`src/rtl/dot_bracket_structure_tolerance_match_unit_macros.svh`:
```
// Assertion helpers for the structure match block.
// Each expects clk and rst_n in the scope where it is used.
`ifndef DOT_BRACKET_STRUCTURE_TOLERANCE_MATCH_UNIT_MACROS_SVH
`define DOT_BRACKET_STRUCTURE_TOLERANCE_MATCH_UNIT_MACROS_SVH

// Same-cycle implication.
`define DBSTM_ASSERT_IMP(lbl, ante, cons) \
  lbl: assert property (@(posedge clk) disable iff (!rst_n) (ante) |-> (cons)) \
    else $error("structure match check failed");

// Next-cycle implication.
`define DBSTM_ASSERT_NXT(lbl, ante, cons) \
  lbl: assert property (@(posedge clk) disable iff (!rst_n) (ante) |=> (cons)) \
    else $error("structure match check failed");

`endif

```
`src/rtl/dbstm_pkg.sv`:
```
package dbstm_pkg;

  // Character codes
  localparam logic [7:0] CH_STAR  = 8'h2A;
  localparam logic [7:0] CH_OPEN  = 8'h28;
  localparam logic [7:0] CH_CLOSE = 8'h29;

  localparam int BUDGET_W = 13;
  localparam int REM_W    = 14;

  // Lowest value the running budget may reach
  localparam logic signed [REM_W-1:0] REM_FLOOR = -14'sd3;

  // Configuration register indexes
  localparam logic [0:0] REG_BUDGET = 1'b0;
  localparam logic [0:0] REG_LOOSE  = 1'b1;

  // Flags of a word waiting for its stack tops
  typedef struct packed {
    logic valid;
    logic first;
    logic last;
    logic differ;
    logic mal;
    logic mism;
    logic pair_chk;
    logic ref_chk;
  } top_flags_t;

  // Flags of a word waiting for its mark, handed to scoring
  typedef struct packed {
    logic valid;
    logic first;
    logic last;
    logic differ;
    logic mal;
    logic mism;
    logic pair_chg;
    logic need_mark;
  } score_flags_t;

endpackage

```
`src/rtl/dbstm_score.sv`:
```
module dbstm_score (
  input  logic                                   clk,
  input  logic                                   rst_n,
  input  dbstm_pkg::score_flags_t                sc,
  input  logic                                   mark,
  input  logic [dbstm_pkg::BUDGET_W-1:0]         budget,
  input  logic                                   out_ready,
  output logic                                   en,
  output logic                                   out_valid,
  output logic                                   still_match,
  output logic signed [dbstm_pkg::REM_W-1:0]     budget_left,
  output logic                                   malformed,
  output logic                                   final_verdict
);

  logic signed [dbstm_pkg::REM_W-1:0] rem_r, rem_nxt, base;
  logic signed [dbstm_pkg::REM_W:0]   diff;
  logic                               failed_r, failed_nxt;
  logic [1:0]                         cost;
  logic                               upd;

  logic                               valid_r;
  logic                               still_r, mal_r, fin_r;
  logic signed [dbstm_pkg::REM_W-1:0] left_r;

  // Pipeline moves whenever the output register is empty or being taken
  assign en  = !valid_r || out_ready;
  assign upd = en && sc.valid;

  // Charges for this word, saturating at the floor
  always_comb begin
    cost = {1'b0, sc.mism} + {1'b0, sc.pair_chg} + {1'b0, sc.need_mark && mark};
    base = sc.first ? $signed({1'b0, budget}) : rem_r;
    diff = (dbstm_pkg::REM_W + 1)'(base) - $signed({{(dbstm_pkg::REM_W - 1){1'b0}}, cost});
    if (diff < -15'sd3) begin
      rem_nxt = dbstm_pkg::REM_FLOOR;
    end else begin
      rem_nxt = diff[dbstm_pkg::REM_W-1:0];
    end
    failed_nxt = (sc.first ? 1'b0 : failed_r) || sc.differ || rem_nxt[dbstm_pkg::REM_W-1];
  end

  always_ff @(posedge clk) begin
    if (!rst_n) begin
      rem_r    <= '0;
      failed_r <= 1'b0;
    end else if (upd) begin
      rem_r    <= rem_nxt;
      failed_r <= failed_nxt;
    end
  end

  // Output register
  always_ff @(posedge clk) begin
    if (!rst_n) begin
      valid_r <= 1'b0;
    end else if (en) begin
      valid_r <= sc.valid;
    end
  end

  always_ff @(posedge clk) begin
    if (upd) begin
      still_r <= !failed_nxt;
      left_r  <= rem_nxt;
      mal_r   <= sc.mal;
      fin_r   <= sc.last && !failed_nxt;
    end
  end

  assign out_valid     = valid_r;
  assign still_match   = still_r;
  assign budget_left   = left_r;
  assign malformed     = mal_r;
  assign final_verdict = fin_r;

endmodule

```
`config.mk`:
```
export PLATFORM = sky130hd
export DESIGN_NAME = dbstm_score
export DESIGN_NICKNAME = d
export VERILOG_FILES = /design/src/rtl/dot_bracket_structure_tolerance_match_unit_macros.svh /design/src/rtl/dbstm_pkg.sv /design/src/rtl/dbstm_score.sv
export SDC_FILE = /design/constraint.sdc
export NUM_CORES = 1
export LEC_CHECK = 0
export ABC_AREA = 0
export ABC_CLOCK_PERIOD_IN_PS = 8600
export BUFFER_PORTS_ARGS = -buffer_cell sky130_fd_sc_hd__buf_4
export CORE_ASPECT_RATIO = 0.7
export CORE_MARGIN = 2
export CORE_UTILIZATION = 57
export DETAILED_ROUTE_END_ITERATION = 7
export GPL_ROUTABILITY_DRIVEN = 1
export PLACE_DENSITY = 0.83
export SYNTH_ARGS = -nofsm -noshare
export SYNTH_HDL_FRONTEND = slang
export SYNTH_SLANG_ARGS = --single-unit
```
`constraint.sdc`:
```
create_clock -name clk -period 8.6 [get_ports clk]
set_input_delay 0 -clock clk [delete_from_list [all_inputs] [get_ports clk]]
set_output_delay 0 -clock clk [all_outputs]
set_load 0.02 [all_outputs]
```
# Word-level counts from Yosys, hierarchy flattened
# Cells that the tools add are included.
dict set report op_classes {
  addsub 3
  order_cmp 1
  n_mux 3
  n_reduce_logical 8
}
# operator n
set ops {}
lappend ops {{14-bit two-way mux} 2}
lappend ops {{15-bit by 3-bit less-than comparator with 1-bit output, second input constant} 1}
lappend ops {{14-bit by 3-bit subtractor with 15-bit output} 1}
lappend ops {{1-bit logical AND} 3}
lappend ops {{1-bit logical OR} 3}
lappend ops {{1-bit by 1-bit adder with 2-bit output} 1}
lappend ops {{2-bit by 1-bit adder with 2-bit output} 1}
lappend ops {{1-bit zero test} 2}
lappend ops {{1-bit two-way mux} 1}
dict set report word_totals {
  regBits 33
  input_bits 25
  out_inout_bits 19
  wordCells 22
}

# Longest topological paths before layout
dict set report logic_depth {
  word_depth 8
  ltp_mapped 13
  ltp_nobuf 11
}

# Least setup slack after synthesis
# OpenSTA, ideal clock, no wires.
dict set report synth_path {
  path_type {input-to-reg}
  start {input sc[6] (netlist bit)}
  end {register left_r (netlist bit budget_left[1]) (data pin)}
  setup_time_ps 254
  arrival_time_ps 2876
  t_required_ps 8346
  path_slack_ps 5470
  stages 13
  path_buffers 4
  cell_sequence {buf_6 -> buf_2 -> buf_2 -> mux2_2 -> ha_1 -> nor2b_1 -> or3_1 -> buf_2 -> nor4_1 -> xnor2_1 -> mux2i_4 -> a31o_4 -> and2b_1}
}
dict set report synth_between {
  elab_chain_len 4
}
# element line_no
set synth_rtl {}
lappend synth_rtl {{start, declared} dbstm_score.sv:4} ;# input dbstm_pkg::score_flags_t sc,
lappend synth_rtl {{14-bit two-way mux (*)} dbstm_score.sv:33} ;# base = sc.first ? $signed({1'b0, budget}) : rem_r;
lappend synth_rtl {{14-bit by 3-bit subtractor with 15-bit output (*)} dbstm_score.sv:34} ;# diff = (dbstm_pkg::REM_W + 1)'(base) - $signed({{(dbstm_pkg::REM_W - 1){1'b0}}, cost});
lappend synth_rtl {{15-bit by 3-bit less-than comparator with 1-bit output} dbstm_score.sv:35} ;# if (diff < -15'sd3) begin
lappend synth_rtl {{14-bit two-way mux (*)} dbstm_score.sv:35}
lappend synth_rtl {{via rem_nxt, one bit} dbstm_score.sv:16} ;# logic signed [dbstm_pkg::REM_W-1:0] rem_r, rem_nxt, base;
lappend synth_rtl {{end signal, assigned} dbstm_score.sv:65} ;# left_r <= rem_nxt;
lappend synth_rtl {{end, declared} dbstm_score.sv:24} ;# logic signed [dbstm_pkg::REM_W-1:0] left_r;
# The timed path passes the listed nets; every way through them passes the cells marked *.
# A chain may end at the register's enable or synchronous reset.

# Worst setup path after layout
dict set report layout_path {
  start {register rem_r[0] (netlist bit)}
  end {register left_r (netlist bit budget_left[2]) (data pin)}
}
dict set report layout_between {
  elab_chain_len 4
}
# element line_no
set layout_rtl {}
lappend layout_rtl {{start, declared} dbstm_score.sv:16}
lappend layout_rtl {{start signal, assigned} dbstm_score.sv:48} ;# rem_r <= rem_nxt;
lappend layout_rtl {{14-bit two-way mux (*)} dbstm_score.sv:33}
lappend layout_rtl {{14-bit by 3-bit subtractor with 15-bit output (*)} dbstm_score.sv:34}
lappend layout_rtl {{15-bit by 3-bit less-than comparator with 1-bit output} dbstm_score.sv:35}
lappend layout_rtl {{14-bit two-way mux (*)} dbstm_score.sv:35}
lappend layout_rtl {{via rem_nxt, one bit} dbstm_score.sv:16}
# Marks and branches as above.

==> impl_metrics.ini <==
[clock_tree]
clk_path_buf_depth = 2
cts_root_buf = clkbuf_8
cts_setup_buffers = 0
htreeDepth = 2
hold_buffers = 3
clock_latency_ns = 0.30
tritoncts = built
cts.repair.resized = 0
clkSinkCount = 33
clk_transition_reported_paths_ns = 0.07
numCtsBuffers = 5

[floorplanning]
dieArea_mm2 = 0.003799
pin_count = 44
core_mm2 = 0.003148
fp.dieH_um = 52.17
die_x_um = 72.81
initial_core_util_pct = 60.02
std_cell_rows = 17

[route]
wl_per_cell_um = 15.33
ant_nets = 0
vias = 1634
first_pass_iters = 5
first_iter_violations = 144
wl_um = 4276
route.detailed.drc = 0
via_per_inst = 5.857

[power_and_ir_drop]
powerDensity_mw_per_mm2 = 198.1
p_leak_uw = 0.0009840
irDropWorstVdd_uv = 143.4

[synth]
synthTopCellsByArea = edfxtp_1, dfxtp_1, mux2i_1
ys_ff_latch = 33
synth_mux_area_share_pct = 9.007
synth_ff_type = edfxtp_1
synth-simple-area-share_pct = 21.72
synth_cell_types = 43
synth.top_cell.area_share_pct = 27.02
synth_top_family_by_area = simple AND/OR/NAND/NOR gates
synth.most_common_cell = nand2_1
synth_edf_count = 17
ys_top_cells_by_count = nand2_1, edfxtp_1, dfxtp_1
synth_fa_ha_area_share_pct = 3.444
synth_compound_gate_area_share_pct = 12.05
synth_xor_area_share_pct = 6.026
syn_nets = 224
synth_top_area_cell = edfxtp_1
syn_area_mm2 = 0.001889
synth.avg_cell_area_um2 = 9.689
netlist_instances = 195
yosys_warnings = 0
ys_seq_area_share_pct = 43.97
async_flop_share_pct = 0

[grt]
antenna_found_initial = 0
track_usage_pct = 25.14
grt-ovfl-total = 0
grt_max_degree = 39
grt_pass1_wl_um = 6865
grt_pass1_vias = 1397

[cells_and_area]
area_growth_syn_to_layout_pct = 24.64
drive_gt1_share_pct = 24.07
final_cells = 279
diodes = 0
nets = 269

[placed_design]
port_buffers = 43
place.gp.congestion = 0.8559
hpwl_um = 2969
placed_cells = 268

[sta]
setup_viol = 0
period_share_pct = 34.85
skew_ns = 0.004261
grt_setup_unrepaired = no
fin_setup_tns_ns = 0
timing.final.hold_violations = 0
tightest_slew_ns = 1.182
fin_crit_ns = 2.997
timing_max_transition_violations_final = 0
fmax_mhz = 333.7
slew_headroom_pct = 21.09

[worst_setup_path]
arrival_ns = 3.03
crit_fanout = 13
endpoint_kind = register
critical_path_required_ns = 8.63
critPathKind = register to register
rr_worst_depth = 8
start_kind = register

[min_path]
holdPathStages = 3
hp-class = input port to register

[job]
cap_violations = 0

[outcome]
status = complete, no violations
-- power by group --
| group | internal (uW) | leakage (uW) | switching (uW) | total [uW] |
|---|---|---|---|---|
| combinational | 53.7 | 0.000632 | 73.5 | 127 |
| clock | 85.5 | 0.0000528 | 59.4 | 145 |
| sequential | 186 | 0.000299 | 8.04 | 194 |
| total | 326 | 0.000984 | 141 | 467 |
-- per-stage QoR --
step	worst slack, ns	hold slack [ns]	area [um2]	util (%)	total power, uW
finish	5.603	0.005504	2355	74.80	466.5
global route	5.454	0.02100	2355	74.80	486.2
CTS	5.673	0.005223	2355	74.80	464.0
detailed placement	5.431	0.1796	2218	70.47	320.7
global placement	5.504	0.1831	2218	70.47	319.4
floorplan	5.470	0.09887	1889	-	281.2
-- sequential cells by signal (all words and copies together) (netlist names) --
name,count
malformed,1
final_verdict,1
budget_left,14
out_valid,1
rem_r,14
failed_r,1
still_match,1
-- final cells by class --
type / instances / area (um2)
Fill cell: 231 / 793.3
Clock inverter: 2 / 33.78
Inverter: 8 / 30.03
Tap cell: 38 / 47.55
Sequential cell: 33 / 830.8
Multi-Input combinational cell: 146 / 987.2
Clock buffer: 6 / 72.57
Timing Repair Buffer: 46 / 352.8
-- cell families (layout without fill, tap and decap cells) --
| logic type | count (synthesis) | count (layout) |
|---|---|---|
| AND/OR/NAND/NOR | 77 | 77 |
| flip-flops | 33 | 33 |
| AO/OA/AOI/OAI | 37 | 37 |
| buffers and inverters | 16 | 62 |
| XOR/XNOR | 13 | 13 |
| adder cells (fa/ha/maj) | 4 | 4 |
| multiplexers | 15 | 15 |
-- per-layer routing --
metal / global-route usage (%) / vias up / share of wire (%)
met5: 0 / - / 0
met4: 12.04 / 0 / 1.9
met3: 6.154 / 10 / 8.4
met2: 34.24 / 80 / 42
met1: 37.07 / 751 / 47
li1: - / 793 / -
-- cell usage in the layout (no fill, tap or decap), types with 2 or more instances in the layout --
master	netlist	layout
o21ai_0	11	11
xnor2_1	9	9
ha_1	2	2
mux2i_1	11	11
clkbuf_8	0	5
nand2_1	24	24
inv_1	8	8
a21oi_1	11	11
xor2_1	4	4
edfxtp_1	17	17
dlygate4sd3_1	0	3
and2_1	2	2
nand3_1	5	5
buf_4	0	43
nor4b_1	2	2
nand4b_1	2	2
nand2b_1	4	4
dfxtp_1	16	16
nor4_1	6	6
nor2b_1	3	3
fa_1	2	2
or2_2	2	2
a31oi_1	6	6
nor3_1	9	9
nor2_1	10	10
or3_1	3	3
mux2_2	2	2
-- worst max-delay path, cell delays in order, from the launching register on --
cell     delay, ns
dfxtp_1       0.33
mux2i_1       0.07
ha_1          0.24
fa_1          0.48
o21ai_0       0.20
nor3_1        0.16
a21oi_1       0.92
a31o_4        0.25
nand2_1       0.07
-- final timing paths --
kind	startpoint	to	slack, ns
max	rem_r[0]$_SDFFE_PN0P_	budget_left[2]$_DFFE_PP_	5.60
min	rst_n	rem_r[5]$_SDFFE_PN0P_	0.006
max reg2reg	rem_r[0]$_SDFFE_PN0P_	budget_left[2]$_DFFE_PP_	5.60
min reg2reg	rem_r[7]$_SDFFE_PN0P_	rem_r[7]$_SDFFE_PN0P_	0.50
Power figures use the tool's default switching activity.
